===== src/hdl/krms_pkg.sv =====
// Shared types, state codes and byte constants for the key record marker scanner.
`timescale 1ns / 1ps
`default_nettype none
package krms_pkg;

  localparam int HIST_LEN = 64;
  localparam int ST_W     = 5;
  localparam int KIND_W   = 3;
  localparam int BACK_W   = 6;
  localparam int SEEN_W   = 7;

  // window for the 00 00 00 20 search, distance of its first byte back
  localparam int WIN_HI   = 64;
  localparam int WIN_LO   = 38;
  localparam int WIN_N    = WIN_HI - WIN_LO + 1;
  localparam int BACK_MIN = WIN_LO - 4;
  localparam int BACK_MAX = WIN_HI - 4;

  typedef logic [7:0]               byte_t;
  typedef logic [ST_W-1:0]          state_t;
  typedef logic [KIND_W-1:0]        kind_t;
  typedef logic [BACK_W-1:0]        back_t;
  typedef logic [HIST_LEN-1:0][7:0] hist_t;

  // result kinds
  localparam kind_t KIND_NONE        = 3'd0;
  localparam kind_t KIND_TAG_PUB     = 3'd1;
  localparam kind_t KIND_TAG_CMP     = 3'd2;
  localparam kind_t KIND_BITS_PUB    = 3'd3;
  localparam kind_t KIND_PRIV_PREFIX = 3'd4;
  localparam kind_t KIND_JAVA_PRIV   = 3'd5;
  localparam kind_t KIND_JAVA_NOPRIV = 3'd6;

  // scanner states
  localparam state_t ST_IDLE     = 5'd0;
  localparam state_t ST_01       = 5'd1;
  localparam state_t ST_0103     = 5'd2;
  localparam state_t ST_KEY_K    = 5'd3;
  localparam state_t ST_KEY_E    = 5'd4;
  localparam state_t ST_KEY_Y    = 5'd5;
  localparam state_t ST_HIT_PUB  = 5'd6;
  localparam state_t ST_HIT_CMP  = 5'd7;
  localparam state_t ST_0101     = 5'd8;
  localparam state_t ST_010104   = 5'd9;
  localparam state_t ST_HIT_PRIV = 5'd10;
  localparam state_t ST_03       = 5'd11;
  localparam state_t ST_0342     = 5'd12;
  localparam state_t ST_HIT_BITS = 5'd13;
  localparam state_t ST_SPARE    = 5'd14;
  localparam state_t ST_Z1       = 5'd15;
  localparam state_t ST_Z2       = 5'd16;
  localparam state_t ST_Z3       = 5'd17;
  localparam state_t ST_Z3_41    = 5'd18;
  localparam state_t ST_HIT_JAVA = 5'd19;
  localparam state_t ST_LAST     = ST_HIT_JAVA;

  // marker bytes
  localparam byte_t B_00 = 8'h00;
  localparam byte_t B_01 = 8'h01;
  localparam byte_t B_03 = 8'h03;
  localparam byte_t B_04 = 8'h04;
  localparam byte_t B_20 = 8'h20;
  localparam byte_t B_21 = 8'h21;
  localparam byte_t B_41 = 8'h41;
  localparam byte_t B_42 = 8'h42;
  localparam byte_t B_65 = 8'h65;
  localparam byte_t B_6B = 8'h6b;
  localparam byte_t B_79 = 8'h79;

  // scanner step as seen by the top level
  typedef struct packed {
    state_t state_nxt;
    logic   java_hit;
    kind_t  kind;
  } fsm_out_t;

endpackage
`default_nettype wire


===== src/hdl/krms_if.sv =====
// Valid/ready channel interfaces for scanner input bytes and results.
`timescale 1ns / 1ps
`default_nettype none
interface krms_in_if;
  logic             valid;
  logic             ready;
  krms_pkg::byte_t  data_byte;

  modport source (output valid, output data_byte, input ready);
  modport sink   (input valid, input data_byte, output ready);
endinterface

interface krms_out_if;
  logic             valid;
  logic             ready;
  krms_pkg::kind_t  match_kind;
  krms_pkg::back_t  priv_back;

  modport source (output valid, output match_kind, output priv_back, input ready);
  modport sink   (input valid, input match_kind, input priv_back, output ready);
endinterface
`default_nettype wire


===== src/hdl/krms_fsm.sv =====
// Marker transition table: next state and marker kind for one byte.
`timescale 1ns / 1ps
`default_nettype none
module krms_fsm (
  input  wire krms_pkg::state_t   state,
  input  wire krms_pkg::byte_t    data_byte,
  output krms_pkg::fsm_out_t      fsm_out
);
  import krms_pkg::*;

  state_t zero_tgt;
  state_t nxt;

  // where a 00 byte leads; runs of zeros feed the java marker
  always_comb begin
    case (state)
      ST_0342:            zero_tgt = ST_HIT_BITS;
      ST_HIT_BITS, ST_Z1: zero_tgt = ST_Z2;
      ST_Z2, ST_Z3:       zero_tgt = ST_Z3;
      default:            zero_tgt = ST_Z1;
    endcase
  end

  // bytes listed in a row are distinct, so match order does not matter
  always_comb begin
    nxt = ST_IDLE;
    if (data_byte == B_00) begin
      nxt = zero_tgt;
    end else if (data_byte == B_01) begin
      nxt = (state == ST_01 || state == ST_0101) ? ST_0101 : ST_01;
    end else if (data_byte == B_03) begin
      nxt = (state == ST_01 || state == ST_0101) ? ST_0103 : ST_03;
    end
    case (state)
      ST_0103: begin
        if (data_byte == B_6B) nxt = ST_KEY_K;
        if (data_byte == B_42) nxt = ST_0342;
      end
      ST_KEY_K:  if (data_byte == B_65) nxt = ST_KEY_E;
      ST_KEY_E:  if (data_byte == B_79) nxt = ST_KEY_Y;
      ST_KEY_Y: begin
        if (data_byte == B_41) nxt = ST_HIT_PUB;
        if (data_byte == B_21) nxt = ST_HIT_CMP;
      end
      ST_0101:   if (data_byte == B_04) nxt = ST_010104;
      ST_010104: if (data_byte == B_20) nxt = ST_HIT_PRIV;
      ST_03:     if (data_byte == B_42) nxt = ST_0342;
      ST_Z3:     if (data_byte == B_41) nxt = ST_Z3_41;
      ST_Z3_41:  if (data_byte == B_04) nxt = ST_HIT_JAVA;
      default: ;
    endcase
  end

  always_comb begin
    fsm_out.state_nxt = nxt;
    fsm_out.java_hit  = (nxt == ST_HIT_JAVA);
    case (nxt)
      ST_HIT_PUB:  fsm_out.kind = KIND_TAG_PUB;
      ST_HIT_CMP:  fsm_out.kind = KIND_TAG_CMP;
      ST_HIT_BITS: fsm_out.kind = KIND_BITS_PUB;
      ST_HIT_PRIV: fsm_out.kind = KIND_PRIV_PREFIX;
      default:     fsm_out.kind = KIND_NONE;
    endcase
  end

endmodule
`default_nettype wire


===== src/hdl/krms_window.sv =====
// Search of the byte history for the oldest 00 00 00 20 in the key window.
`timescale 1ns / 1ps
`default_nettype none
module krms_window (
  input  wire krms_pkg::hist_t  hist,
  output logic                  found,
  output krms_pkg::back_t       back
);
  import krms_pkg::*;

  logic [WIN_N-1:0] hit;

  // hist holds the history before the current byte is shifted in, so a
  // pattern starting d back sits one index lower than after the shift
  for (genvar i = 0; i < WIN_N; i++) begin : g_cmp
    localparam int D = WIN_LO + i;
    assign hit[i] = (hist[D-2] == B_00) && (hist[D-3] == B_00) &&
                    (hist[D-4] == B_00) && (hist[D-5] == B_20);
  end

  // largest distance wins
  always_comb begin
    back = '0;
    for (int i = 0; i < WIN_N; i++) begin
      if (hit[i]) back = BACK_W'(WIN_LO + i - 4);
    end
  end

  assign found = |hit;

endmodule
`default_nettype wire


===== src/hdl/key_record_marker_scanner_top.sv =====
// Key record marker scanner: one raw byte in, one marker result out per beat.
// Result valid is registered: it rises in the cycle after the input beat is taken.
// Throughput: one byte per cycle while the receiver keeps ready high; the table step and the 27 window compares
//   settle between the state/history registers and the output register.
// Reset clears scan state, byte count and output valid; history is not
//   cleared, since the window is only read once 64 bytes have been taken.
`timescale 1ns / 1ps
`default_nettype none
module key_record_marker_scanner_top (
  input  wire    clk,
  input  wire    rst_n,
  krms_in_if.sink     in_ch,
  krms_out_if.source  out_ch
);
  import krms_pkg::*;

  state_t               state_r;
  hist_t                hist_r;
  logic [SEEN_W-1:0]    seen_r;
  logic                 out_valid_r;
  kind_t                kind_r, kind_nxt;
  back_t                back_r, back_nxt;

  fsm_out_t fsm_out;
  logic     win_found;
  back_t    win_back;
  logic     accept;
  logic     full;

  krms_fsm u_fsm (
    .state     (state_r),
    .data_byte (in_ch.data_byte),
    .fsm_out   (fsm_out)
  );

  krms_window u_window (
    .hist  (hist_r),
    .found (win_found),
    .back  (win_back)
  );

  assign in_ch.ready = !out_valid_r || out_ch.ready;
  assign accept      = in_ch.valid && in_ch.ready;
  // count includes the current byte
  assign full        = (seen_r >= SEEN_W'(HIST_LEN - 1));

  always_comb begin
    kind_nxt = fsm_out.kind;
    back_nxt = '0;
    if (fsm_out.java_hit) begin
      if (full && win_found) begin
        kind_nxt = KIND_JAVA_PRIV;
        back_nxt = win_back;
      end else begin
        kind_nxt = KIND_JAVA_NOPRIV;
      end
    end
  end

  always_ff @(posedge clk) begin
    if (!rst_n) begin
      state_r     <= ST_IDLE;
      seen_r      <= '0;
      out_valid_r <= 1'b0;
    end else begin
      if (accept) begin
        state_r <= fsm_out.state_nxt;
        if (seen_r < SEEN_W'(HIST_LEN)) seen_r <= seen_r + 1'b1;
      end
      if (accept) out_valid_r <= 1'b1;
      else if (out_ch.ready) out_valid_r <= 1'b0;
    end
  end

  always_ff @(posedge clk) begin
    if (accept) begin
      hist_r <= {hist_r[HIST_LEN-2:0], in_ch.data_byte};
      kind_r <= kind_nxt;
      back_r <= back_nxt;
    end
  end

  assign out_ch.valid      = out_valid_r;
  assign out_ch.match_kind = kind_r;
  assign out_ch.priv_back  = back_r;

  a_accept_gives_result: assert property (@(posedge clk) disable iff (!rst_n)
    accept |=> out_valid_r)
    else $error("accepted beat produced no result");

  a_back_range: assert property (@(posedge clk) disable iff (!rst_n)
    (out_valid_r && kind_r == KIND_JAVA_PRIV) |->
      (back_r >= BACK_W'(BACK_MIN) && back_r <= BACK_W'(BACK_MAX)))
    else $error("private key offset outside window");

  a_back_zero: assert property (@(posedge clk) disable iff (!rst_n)
    (out_valid_r && kind_r != KIND_JAVA_PRIV) |-> (back_r == '0))
    else $error("nonzero offset on a result without private key");

  a_priv_needs_full: assert property (@(posedge clk) disable iff (!rst_n)
    (out_valid_r && kind_r == KIND_JAVA_PRIV) |-> (seen_r == SEEN_W'(HIST_LEN)))
    else $error("private key reported before history filled");

  a_state_reachable: assert property (@(posedge clk) disable iff (!rst_n)
    (state_r != ST_SPARE) && (state_r <= ST_LAST))
    else $error("scanner in unreachable state");

endmodule
`default_nettype wire


===== src/flat_wrapper.sv =====
// flat-port wrapper written by rule: the top's interface ports become plain ports
module key_record_marker_scanner_top_flat import krms_pkg::*;
  (clk, rst_n, in_ch_valid, in_ch_data_byte, in_ch_ready, out_ch_valid, out_ch_match_kind, out_ch_priv_back, out_ch_ready);
  krms_in_if in_ch_i ();
  krms_out_if out_ch_i ();
  input  wire clk;
  input  wire rst_n;
  input wire logic [$bits(in_ch_i.valid)-1:0] in_ch_valid;
  input wire logic [$bits(in_ch_i.data_byte)-1:0] in_ch_data_byte;
  output wire logic [$bits(in_ch_i.ready)-1:0] in_ch_ready;
  output wire logic [$bits(out_ch_i.valid)-1:0] out_ch_valid;
  output wire logic [$bits(out_ch_i.match_kind)-1:0] out_ch_match_kind;
  output wire logic [$bits(out_ch_i.priv_back)-1:0] out_ch_priv_back;
  input wire logic [$bits(out_ch_i.ready)-1:0] out_ch_ready;
  assign in_ch_i.valid = in_ch_valid;
  assign in_ch_i.data_byte = in_ch_data_byte;
  assign in_ch_ready = in_ch_i.ready;
  assign out_ch_valid = out_ch_i.valid;
  assign out_ch_match_kind = out_ch_i.match_kind;
  assign out_ch_priv_back = out_ch_i.priv_back;
  assign out_ch_i.ready = out_ch_ready;
  key_record_marker_scanner_top u_core (.clk(clk), .rst_n(rst_n), .in_ch(in_ch_i), .out_ch(out_ch_i));
endmodule

===== config.mk =====
export PLATFORM = sky130hd
export DESIGN_NAME = key_record_marker_scanner_top_flat
export DESIGN_NICKNAME = d
export VERILOG_FILES = /design/src/hdl/krms_pkg.sv /design/src/hdl/krms_if.sv /design/src/hdl/krms_fsm.sv /design/src/hdl/krms_window.sv /design/src/hdl/key_record_marker_scanner_top.sv /design/src/flat_wrapper.sv
export SDC_FILE = /design/constraint.sdc
export NUM_CORES = 1
export LEC_CHECK = 0
export BUFFER_PORTS_ARGS = -buffer_cell sky130_fd_sc_hd__buf_2
export CORE_ASPECT_RATIO = 1.25
export CORE_UTILIZATION = 47
export DETAILED_ROUTE_END_ITERATION = 10
export SLEW_MARGIN = 10
export SYNTH_ARGS = -nofsm -noshare
export SYNTH_HDL_FRONTEND = slang
export SYNTH_SLANG_ARGS = --single-unit

===== constraint.sdc =====
create_clock -name clk -period 20.5 [get_ports clk]
set_input_delay 2.05 -clock clk [delete_from_list [all_inputs] [get_ports clk]]
set_output_delay 2.05 -clock clk [all_outputs]
set_load 0.03 [all_outputs]

==> results of run 1 <==
-- power groups by stage --
stage,Sequential (W),Clock [W],Combinational (W)
2_1_floorplan,0.00134,0,0.0000320
3_3_place_gp,0.00131,0,0.0000455
3_5_place_dp,0.00131,0,0.0000467
4_1_cts,0.00129,0.000914,0.0000465
5_1_grt,0.00130,0.000953,0.0000506
6_report,0.00129,0.000882,0.0000455
-- worst paths after layout --
kind	end	depth (start not counted)
worst max-delay path	in_ch_ready	3
worst min-delay path	u_core.hist_r[237]	0
worst max register to register	u_core.out_ch.priv_back[1]	8
worst min register to register	u_core.hist_r[237]	0
-- synth_stat cells, types with 2 or more instances --
cell type,instances,area [um^2]
sky130_fd_sc_hd__a2111oi_0,4,35.0
sky130_fd_sc_hd__a211oi_1,6,45.0
sky130_fd_sc_hd__a21o_1,4,30.0
sky130_fd_sc_hd__a21oi_1,15,75.1
sky130_fd_sc_hd__a22oi_1,2,15.0
sky130_fd_sc_hd__a31oi_1,2,12.5
sky130_fd_sc_hd__a32o_1,2,20.0
sky130_fd_sc_hd__a41oi_1,2,17.5
sky130_fd_sc_hd__and2_1,2,12.5
sky130_fd_sc_hd__and3b_1,2,17.5
sky130_fd_sc_hd__and4b_1,3,30.0
sky130_fd_sc_hd__clkbuf_1,10,37.5
sky130_fd_sc_hd__dfxtp_1,13,260
sky130_fd_sc_hd__edfxtp_1,513,15400
sky130_fd_sc_hd__inv_1,13,48.8
sky130_fd_sc_hd__mux2i_1,4,40.0
sky130_fd_sc_hd__nand2_1,29,109
sky130_fd_sc_hd__nand2b_1,8,50.1
sky130_fd_sc_hd__nand3_1,10,50.1
sky130_fd_sc_hd__nand3b_1,7,52.6
sky130_fd_sc_hd__nand4_1,13,81.3
sky130_fd_sc_hd__nand4b_1,11,96.3
sky130_fd_sc_hd__nor2_1,37,139
sky130_fd_sc_hd__nor2b_1,6,37.5
sky130_fd_sc_hd__nor3_1,35,175
sky130_fd_sc_hd__nor4_1,47,294
sky130_fd_sc_hd__nor4b_1,4,35.0
sky130_fd_sc_hd__nor4bb_1,2,20.0
sky130_fd_sc_hd__o211ai_1,5,37.5
sky130_fd_sc_hd__o21a_1,2,15.0
sky130_fd_sc_hd__o21ai_0,11,55.1
sky130_fd_sc_hd__o21bai_1,3,22.5
sky130_fd_sc_hd__o22ai_1,3,18.8
sky130_fd_sc_hd__o31ai_1,3,22.5
sky130_fd_sc_hd__o41ai_1,2,17.5
sky130_fd_sc_hd__or3_1,4,25.0
sky130_fd_sc_hd__or3b_2,2,17.5
sky130_fd_sc_hd__or4_1,9,67.6
sky130_fd_sc_hd__or4b_2,3,30.0
sky130_fd_sc_hd__xnor2_1,4,35.0
sky130_fd_sc_hd__xor2_1,3,26.3
-- registers in the layout, indices dropped and copies added (netlist names) --
signal,count
u_core.state_r,5
u_core.seen_r,7
u_core.hist_r,504
u_core.out_ch.match_kind,3
u_core.out_ch.valid,1
u_core.out_ch.priv_back,6
-- cell type report --
class / instances / area, um^2
Clock buffer: 68 / 1370
Fill cell: 2909 / 17200
Timing Repair Buffer: 26 / 153
Sequential cell: 526 / 15700
Tap cell: 486 / 608
Inverter: 13 / 48.8
Clock inverter: 25 / 209
Multi-Input combinational cell: 337 / 2130
-- critical path: stages --
cell and delay [ps]:
sky130_fd_sc_hd__buf_2 90, sky130_fd_sc_hd__nand2b_1 160, sky130_fd_sc_hd__buf_2 190
-- stage by stage --
stage	util	setup WS, ps	hold slack, ps
after floorplan	-	2780	400
after global placement	0.498	15970	402
after detailed placement	0.498	15960	405
after CTS	0.540	15950	414
after global routing	0.540	15940	417
final	0.540	15950	411
-- kinds of logic after synthesis --
group	share of synthesized area
flip-flops	0.876
XOR/XNOR	0.00343
AO/OA/AOI/OAI	0.0334
buffers and inverters	0.00511
multiplexers	0.00224
AND/OR/NAND/NOR	0.0795
adder cells (fa/ha/maj)	0.000699
-- per-layer routing --
metal / vias up / wire length, um
met2: 160 / 13000
met1: 4104 / 12400
met4: 0 / 711
met5: - / 0
li1: 3767 / -
met3: 59 / 1100
==> flow_results.org, run 1 <==
** Route
- The routed layout has 8090 vias.
- After detailed routing, the number of vias per cell comes to 5.46.
- Drt pass-1 iters :: 5
- Remaining DRCs :: 0
- DRC marker count from the first detailed-route iteration :: 834
- Drt total wl :: 27200 um
- Dividing the detail-routed wire length by the instance count gives 18.3 um.
- Post-detailed-route count of antenna-violating nets :: 0

** Clock tree
- Post-CTS timing repair inserted 0 buffers for setup.
- Htree depth :: 2
- Clock latency on the worst-skew pair, taken at its later pin, is 560 ps.
- Clock-pin slew was measured on the worst setup and hold paths at 60 ps.
- Total CTS buffers :: 51
- Once the clock tree was built, the resizer swapped 0 gates to a different size.
- Root buf cell :: sky130_fd_sc_hd__clkbuf_16
- CTS saw 526 sinks.
- CTS tree :: built
- Maximum count of clock buffers along a single path :: 3
- Hold repair after CTS inserted 0 buffers.

** Worst setup path
- The worst setup path is captured at an output port.
- STA puts the critical path data arrival time at 2500 ps.
- At the worst endpoint, the required time is 18450 ps.
- Maximum fanout along the worst path :: 3
- The critical path starts at out_ch_ready.
- The startpoint identified for the worst register-to-register timing path is u_core.hist_r[418].
- For flop-to-flop paths, the worst setup slack is 17580 ps.
- Critical path class :: in2out
- Kind of start point of the critical path :: primary input

** Pwr
- Overall power consumption after layout is estimated at 0.00222 W.
- Part of the total power dissipated in the clock network :: 0.398
- Power spread over the standard cell area amounts to 110 nW/um^2.
- Of the total power, the share spent switching nets is 0.199.
- The internal power of the cells totals 0.00178 W.
- The share of total power dissipated in sequential elements is 0.582.
- Switching component of the power :: 0.000441 W
- The share of total power dissipated in combinational logic is 0.020.
- Leakage power :: 6.53 nW
- Maximum VDD drop :: 0.0000653 V

** Synthesis
- Synthesis instantiated 68 different standard cells from the library.
- Avg Inst Size Synth :: 20.2 um^2
- Most instantiated flip-flop cell in the synthesis netlist :: sky130_fd_sc_hd__edfxtp_1
- Cell count after synthesis :: 887
- Counting flops and latches in the post-synthesis netlist gives 526.
- EDFF count, synth :: 513
- The number of nets in the synthesized netlist is 900.
- Seq/Total Area, Yosys :: 0.876
- In the synthesized netlist the async set-or-reset flop fraction comes to 0.
- During synthesis, Yosys emitted a total of 0 warnings.
- Post-synthesis cell area :: 17900 um^2

** GRT
- Entering global routing, the biggest net connects 202 pins.
- Met2 usage in global routing :: 0.227
- Grt met3 use :: 0.0292
- Number of antenna violations at the first check in global routing :: 0
- For this run, global-route usage on met1 was measured as 0.199.
- The via count of the first global-routing pass was 8043.
- Global-route usage over all layers :: 0.144
- For this run the aggregate overflow at the end of global routing stands at 0.
- The first global-routing pass estimated 43400 um of wire.
- The global routing stage identified its most utilized layer as met2.

** STA
- Slew headroom :: 0.267
- In the finished design, the share of the clock period the worst path needs comes to 0.222.
- The number of endpoints with negative hold slack in the final report is 0.
- The count of pins over their slew limit came to 0.
- Clock skew on the completed layout was measured at 12.4 ps.
- Unrepaired setup endpoints after global routing :: false
- Derived from the worst setup path, the maximum achievable clock frequency is 220 MHz.
- Slew of the pin with the lowest slew margin :: 1100 ps
- Setup violations remaining at the end of the flow were counted as 0.
- Total negative slack for setup checks :: 0 ps
- Min Tclk post-route :: 4550 ps

** Floorplanning
- In this run the count of I/O pins placed on the die edge is 23.
- From bottom edge to top edge, the die measures 220 um.
- Core Region :: 37400 um^2
- Number of rows in the core area :: 79
- Die width :: 176 um
- Die ar. :: 38900 um^2
- For this configuration, the core starts out at a cell density of 0.479.

** Cells and area
- For this run, the post-layout net count is 968.
- Area overhead of the layout relative to synthesis :: 12.9%
- Layout cells sized above 1 :: 0.114
- Non-Filler Instances :: 1481
- Leaving out fill and tap cells, the most frequent cells in the layout are sky130_fd_sc_hd__edfxtp_1, sky130_fd_sc_hd__clkbuf_16, sky130_fd_sc_hd__nor4_1, sky130_fd_sc_hd__nor2_1, sky130_fd_sc_hd__nor3_1.
- Number of inserted diodes :: 0
- The finished cells cover 20200 um^2.
- The library cell used most frequently in the layout, excluding fill and tap cells, is sky130_fd_sc_hd__edfxtp_1.

** Min path
- Classification of the worst-slack hold path :: reg2reg
- Startpoint of the tightest hold check path :: u_core.hist_r[229]

** Placed design
- Placed instance count :: 1388
- Input and output buffers added on the ports amount to 22.
- The congestion estimate from routability-driven global placement came to 0.801.
- Placed Instance Area :: 18600 um^2
- Detailed Place HPWL :: 15500 um

** Run
- Max-cap violations in this run came to 0.

** Status
- The run finished with clean final reports.
Note: power is estimated with default switching activity, not from simulation.
==> inputs of run 2 (changes only) <==
==> constraint.sdc (replaced) <==
create_clock -name clk -period 4.75 [get_ports clk]
set_input_delay 0.475 -clock clk [delete_from_list [all_inputs] [get_ports clk]]
set_output_delay 0.475 -clock clk [all_outputs]
set_load 0.03 [all_outputs]
==> flow_results.org, run 2 (synthesis results as in run 1) <==
** Status
- Status :: finished clean

** GRT
- The initial antenna violation count was 0 (unchanged).
- Global-route usage over all layers :: 0.141 (-0.00315)
- Largest net degree at the start of global routing :: 157 (-22%)
- Global-route wire length before repair :: 42600 um (-1.8%)
- Remaining global-route overflow :: 0 (unchanged)
- Number of global-route vias before repair :: 8007 (-0.45%)

** Floorplanning
- Die height :: 220 um (unchanged)
- The area of the core region was 37400 um^2 (unchanged).
- The width of the chip came to 176 um (unchanged).
- The area of the die is 38900 um^2 (unchanged).
- Number of top-level design ports :: 23 (unchanged)
- Starting Density :: 0.479 (unchanged)
- Number of rows in the core area :: 79 (unchanged)

** Worst setup path
- The delay of the slowest cell on the worst path came to 540 ps (+350 ps).
- The critical path in this run is classified as reg2reg.
- STA classifies the critical path endpoint as a flip-flop.
- On the critical path, the stage with the largest delay is an instance of sky130_fd_sc_hd__or4_1.
- The critical path goes through or4_1, or4_1, nor3_1, o21ai_0, nand3b_1, o41ai_2, nor2_2, a21boi_2.
- The required arrival time at the worst endpoint was 5150 ps (-13300 ps).
- Critical Path AT :: 3290 ps (+790 ps)
- Kind of start point of the critical path :: flip-flop
- Cell mode on critical path :: sky130_fd_sc_hd__or4_1
- The largest fanout of any net on the critical path was 6 (+3).

** Route
- The number of DRC markers in iteration 0 is 821 (-1.6%).
- Remaining DRCs :: 0 (unchanged)
- Count of vias placed by the detailed router :: 8086 (-0.049%)
- Average via count per standard cell :: 5.49 (+0.49%)
- Drt pass-1 iters :: 5 (unchanged)
- The overall routed net length came to 26400 um (-2.7%).
- Post-detailed-route count of antenna-violating nets :: 0 (unchanged)
- The mean routed wirelength per cell was 18.0 um (-2.2%).

** Cells and area
- Util after Layout :: 0.540 (about the same)
- The final standard cell count with taps included and fillers excluded was 1473 (-0.54%).
- Highest-count cells in the layout ignoring fill and taps :: sky130_fd_sc_hd__edfxtp_1, sky130_fd_sc_hd__clkbuf_16, sky130_fd_sc_hd__nor4_1, sky130_fd_sc_hd__nor2_1, sky130_fd_sc_hd__nor3_1
- NumNets Final :: 965 (-0.31%)
- Largest Register :: u_core.hist_r
- Area overhead of the layout relative to synthesis :: 12.8% (about the same)
- The number of flip-flops in the largest register came to 504 (unchanged).
- The library cell used most frequently in the layout, excluding fill and tap cells, is sky130_fd_sc_hd__edfxtp_1.
- Layout cells sized above 1 :: 0.105 (-0.00809)

** Run
- The number of violations of the max-capacitance limit is 0 (unchanged).

** STA
- Slew headroom :: 0.384 (+0.116)
- Total negative slack for setup checks :: 0 ps (unchanged)
- Final number of hold-violating endpoints :: 0 (unchanged)
- Smallest hold slack :: 179 ps (-232 ps)
- Final number of setup-violating endpoints :: 0 (unchanged)
- Derived from the worst setup path, the maximum achievable clock frequency is 346 MHz.
- Unrepaired setup endpoints after global routing :: false
- Slew of the pin with the lowest slew margin :: 914 ps (-185 ps)
- The count of pins over their slew limit came to 0 (unchanged).
- The setup skew after layout is 23.7 ps (+11.3 ps).
- Final worst path period share :: 0.609
- Min Tclk post-route :: 2890 ps

** Min path
- The tightest min-delay check is of the in2reg type.

** Placed design
- Count of buffers inserted at the top-level ports :: 22 (unchanged)
- Weighted congestion reported at the end of routability-driven placement :: 0.828 (+3.4%)
- Placed instance count :: 1388 (unchanged)
- The placed wire-length estimate after detailed placement was 15200 um (-2.0%).

** Pwr
- Maximum VDD drop :: 0.000340 V (+420%)
- The static leakage was 6.51 nW (-0.41%).
- Power per cell area :: 471 nW/um^2 (+330%)

** Clock tree
- The TritonCTS sink count was 526 (unchanged).
- Clock insertion delay at the later pin of the skew report :: 560 ps (about the same)
- The total setup buffers inserted after CTS was 0 (unchanged).
- The clock buffer count from CTS is 48 (-5.9%).
- The level count of the clock H-tree is 2 (unchanged).
- The hold buffer count at cts is 0 (unchanged).
- Post_cts resized :: 0 (unchanged)
- Clock edge transition at the registers on the reported setup and hold paths :: 60 ps (about the same)
- TritonCTS built the clock tree.
- Root buf cell :: sky130_fd_sc_hd__clkbuf_16
- The buffer depth of the longest clock path came to 3 (unchanged).
==> run 2: changes by cell type in the layout (fill, tap and decap cells not counted) <==
cell and change:
sky130_fd_sc_hd__clkinv_2 -5, sky130_fd_sc_hd__inv_6 -4, sky130_fd_sc_hd__clkbuf_8 -3, sky130_fd_sc_hd__buf_12 +2, sky130_fd_sc_hd__buf_4 -2, sky130_fd_sc_hd__bufinv_16 +2, sky130_fd_sc_hd__clkbuf_1 -2, sky130_fd_sc_hd__clkinv_1 +2
sky130_fd_sc_hd__clkbuf_16 -1, sky130_fd_sc_hd__clkinv_8 +1, sky130_fd_sc_hd__clkinvlp_4 +1, sky130_fd_sc_hd__diode_2 +1
==> run 2: critical path, delay by kind of cell (launching register included) <==
| kind | cells | cell delay [ps] |
|---|---|---|
| AOI/OAI and AO/OA | 3 | 650 |
| DFF | 1 | 390 |
| and+or+nand+nor | 5 | 1690 |
==> run 2: per-layer routing <==
layer,vias to the layer above,GRT usage,wire [um]
li1,3761,-,-
met1,4113,0.194,12200
met2,156,0.221,12500
met3,56,0.0281,1090
met4,0,0.0546,679
met5,-,0,0
==> run 2: cell type report <==
type	instances	area (um^2)
diodes	1	2.50
clock buffers	62	1300
clock inverters	22	240
fillers	2951	17200
inverters	13	48.8
multi-input cells	337	2130
flip-flops and latches	526	15700
well taps	486	608
repair buffers	26	178
==> run 2: worst paths after layout <==
check / endpoint / cells past startpoint / from / slack [ps]
worst min-delay path: u_core.out_ch.valid / 3 / in_ch_valid / 180
worst min register to register: u_core.hist_r[227] / 0 / u_core.hist_r[219] / 400
worst max-delay path: u_core.out_ch.priv_back[1] / 8 / u_core.hist_r[458] / 1860
worst max register to register: u_core.out_ch.priv_back[1] / 8 / u_core.hist_r[458] / 1860
==> run 2: through the flow <==
step	power (W)	setup WS (ps)	cell area, um^2
floorplan	0.00577	1120	17900
global placement	0.00586	1870	18600
detailed placement	0.00587	1790	18600
CTS	0.00965	1870	20200
global route	0.00986	1670	20200
finish	0.00951	1860	20200
==> run 2: power by group <==
group	total (W)	leakage, nW	switching, W	internal (W)
Combinational	0.000199	0.693	0.000157	0.0000424
Sequential	0.00557	5.07	0.000126	0.00544
Clock	0.00374	0.743	0.00155	0.00219
Total	0.00951	6.51	0.00184	0.00767
==> inputs of run 3 (changes only) <==
==> constraint.sdc (replaced) <==
create_clock -name clk -period 2.4 [get_ports clk]
set_input_delay 0.24 -clock clk [delete_from_list [all_inputs] [get_ports clk]]
set_output_delay 0.24 -clock clk [all_outputs]
set_load 0.03 [all_outputs]
==> flow_results.org, run 3 (synthesis results as in run 1) <==
** Floorplanning
- The total number of placement rows was 79 (unchanged).
- The initial cell density of the core was 0.479 (unchanged).
- Number of top-level design ports :: 23 (unchanged)
- The area of the core region came to 37400 um^2 (unchanged).
- Die width :: 176 um (unchanged)
- Die ar. :: 38900 um^2 (unchanged)
- Die height :: 220 um (unchanged)

** GRT
- Largest net degree at the start of global routing :: 129 (-18%)
- The initial antenna violation count came to 0 (unchanged).
- The aggregate global-route resource usage was 0.146 (+0.00588).
- The via count of the first global-routing pass is 8411 (+5.0%).
- The global-route wire length before repair is 44400 um (+4.2%).
- Remaining global-route overflow :: 0 (unchanged)

** STA
- The post-layout worst setup margin came to -258 ps (-2120 ps).
- Final number of hold-violating endpoints :: 0 (unchanged)
- Final worst path period share :: 1.11 (+0.499)
- The setup skew after layout came to 16.1 ps (-7.65 ps).
- The tightest hold margin is 24.9 ps (-154 ps).
- The worst relative slew slack is 0.517 (+0.133).
- Setup repair after global routing could not meet its margin everywhere.
- The count of pins over their slew limit came to 0 (unchanged).
- The slew at the pin closest to its max-slew limit came to 724 ps (-190 ps).
- Maximum clock frequency :: 376 MHz (+8.8%)
- Min Tclk post-route :: 2660 ps (-233 ps)
- Total negative slack for setup checks :: -1420 ps (-1420 ps)
- The total of endpoints with negative setup slack in the final report was 8 (+8).

** Min path
- The min-delay analysis places its worst path in the category in2reg.
- The worst hold path begins at in_ch_data_byte[3].

** Pwr
- The maximum resistive drop on vdd was 0.000920 V (+170%).
- The static leakage was 7.09 nW (+8.9%).
- The power density of the placed cells is 900 nW/um^2 (+91%).

** Worst setup path
- Kind of start point of the critical path :: flip-flop
- Cell breakdown of the critical path :: or4_1, or4_4, or4_1, a21o_1, nand4_4, o41ai_4, nor2_2, a21boi_2
- The required arrival time at the worst endpoint is 2810 ps (-2340 ps).
- The largest fanout of any net on the critical path was 4 (-2).
- The arrival time at the worst endpoint came to 3070 ps (-220 ps).
- The setup path with the least slack is of type reg2reg.
- Reg2Reg Launch Point :: u_core.hist_r[418]
- Counting stages on the worst path, the most repeated cell is sky130_fd_sc_hd__or4_1.
- Delay of the slowest cell on the worst path :: 530 ps (about the same)
- STA classifies the critical path endpoint as a flip-flop.
- Cell with the biggest individual delay on the critical path :: sky130_fd_sc_hd__or4_1
- Source of the critical timing path :: u_core.hist_r[418]

** Cells and area
- Leading cell type in the layout, fill and taps excluded :: sky130_fd_sc_hd__edfxtp_1
- Area occupied by multi-input gates :: 2170 um^2 (+1.8%)
- Area overhead of the layout relative to synthesis :: 18.1%
- Flip-flop count of the largest register, all copies and words added :: 504 (unchanged)
- Fin area :: 21100 um^2 (+4.7%)
- The filler cell count in the final layout came to 2851 (-3.4%).
- The final layout net count is 1076 (+12%).
- Highest-count cells in the layout ignoring fill and taps :: sky130_fd_sc_hd__edfxtp_1, sky130_fd_sc_hd__buf_4, sky130_fd_sc_hd__clkbuf_16, sky130_fd_sc_hd__nor4_1
- Number of inserted diodes :: 0 (-1)
- Largest Register :: u_core.hist_r
- The area used by sequential logic in the layout came to 15700 um^2 (about the same).
- Layout cells sized above 1 :: 0.201 (+0.0960)

** Run
- The number of violations of the max-capacitance limit was 0 (unchanged).

** Placed design
- The routability congestion estimate is 0.833 (+0.59%).
- Count of buffers inserted at the top-level ports :: 22 (unchanged)
- Pre-CTS setup slack :: -346 ps (-2130 ps)
- The placed instance area came to 19500 um^2 (+4.5%).
- The placed wire-length estimate after detailed placement came to 16600 um (+9.0%).

** Clock tree
- Total CTS buffers :: 49 (+2.1%)
- The register clock-pin slew on the reported worst setup and hold paths was 60 ps (about the same).
- The level count of the clock H-tree was 2 (unchanged).
- Clock insertion delay at the later pin of the skew report :: 560 ps (about the same)
- The buffer depth of the longest clock path is 3 (unchanged).
- Sink Count :: 526 (unchanged)
- Root buf cell :: sky130_fd_sc_hd__clkbuf_16
- CTS tree :: built

** Route
- DRC marker count from the first detailed-route iteration :: 687 (-16%)
- The post-detailed-route count of antenna-violating nets came to 0 (unchanged).
- Remaining DRCs :: 0 (unchanged)
- The number of vias per cell after detailed routing was 5.32 (-3.0%).
- Drt pass-1 iters :: 5 (unchanged)
- Count of vias placed by the detailed router :: 8454 (+4.6%)
- Drt total wl :: 27600 um (+4.4%)
- The mean routed wirelength per cell is 17.4 um (-3.2%).

** Status
- The run finished, with violations left.
- Failing checks :: setup timing
## run 3: cell types whose count changed in the layout (fill, tap and decap cells not counted), moves of 3 or more
cell and delta:
sky130_fd_sc_hd__buf_4 +100, sky130_fd_sc_hd__buf_12 +3, sky130_fd_sc_hd__dlygate4sd3_1 +7, sky130_fd_sc_hd__dfxtp_1 -4
sky130_fd_sc_hd__clkinv_2 +4, sky130_fd_sc_hd__dfxtp_2 +3
## run 3: what timing repair did
item / CTS / global route
pin swaps: 8 / 4
endpoints found under the hold margin: 6 / 0
resized for setup: 2 / 5
setup buffers: 0 / 1
hold buffers: 7 / 0
endpoints found under the setup margin: 8 / 9
## run 3: final cells by class
type | count | area share
clock buffers | 65 | 0.0629
clock inverters | 25 | 0.0109
inverters | 13 | 0.00231
multi-input cells | 337 | 0.103
flip-flops and latches | 526 | 0.742
well taps | 486 | 0.0288
repair buffers | 136 | 0.0501
## run 3: final timing paths
kind	to	slack [ps]	depth (start not counted)
max	u_core.out_ch.priv_back[1]	-260	8
min reg2reg	u_core.hist_r[123]	410	0
max reg2reg	u_core.out_ch.priv_back[1]	-260	8
min	u_core.hist_r[3]	20	2
## run 3: metrics by stage
step	instances	util	power, W
floorplan	887	-	0.0114
global placement	1490	0.521	0.0117
detailed placement	1490	0.521	0.0117
CTS	1587	0.565	0.0193
global route	1588	0.565	0.0197
finish	1588	0.565	0.0190
## run 3: per-layer routing
metal / routed length [um] / track usage / up-vias
li1: - / - / 3987
met1: 12800 / 0.206 / 4253
met2: 12900 / 0.227 / 162
met3: 1200 / 0.0288 / 52
met4: 703 / 0.0572 / 0
met5: 0 / 0 / -
## run 3: worst max-delay path, delay by kind of cell, from the launching register on
family | cells | cell delay, ps
flops | 1 | 380
compound gates | 3 | 490
simple gates | 5 | 1650
## run 3: report_power, final
group | switching [W] | internal [W] | leakage [nW] | total, W
sequential | 0.000245 | 0.0108 | 5.07 | 0.0110
combinational | 0.000339 | 0.000173 | 1.26 | 0.000512
clock | 0.00316 | 0.00433 | 0.755 | 0.00749
total | 0.00374 | 0.0153 | 7.09 | 0.0190
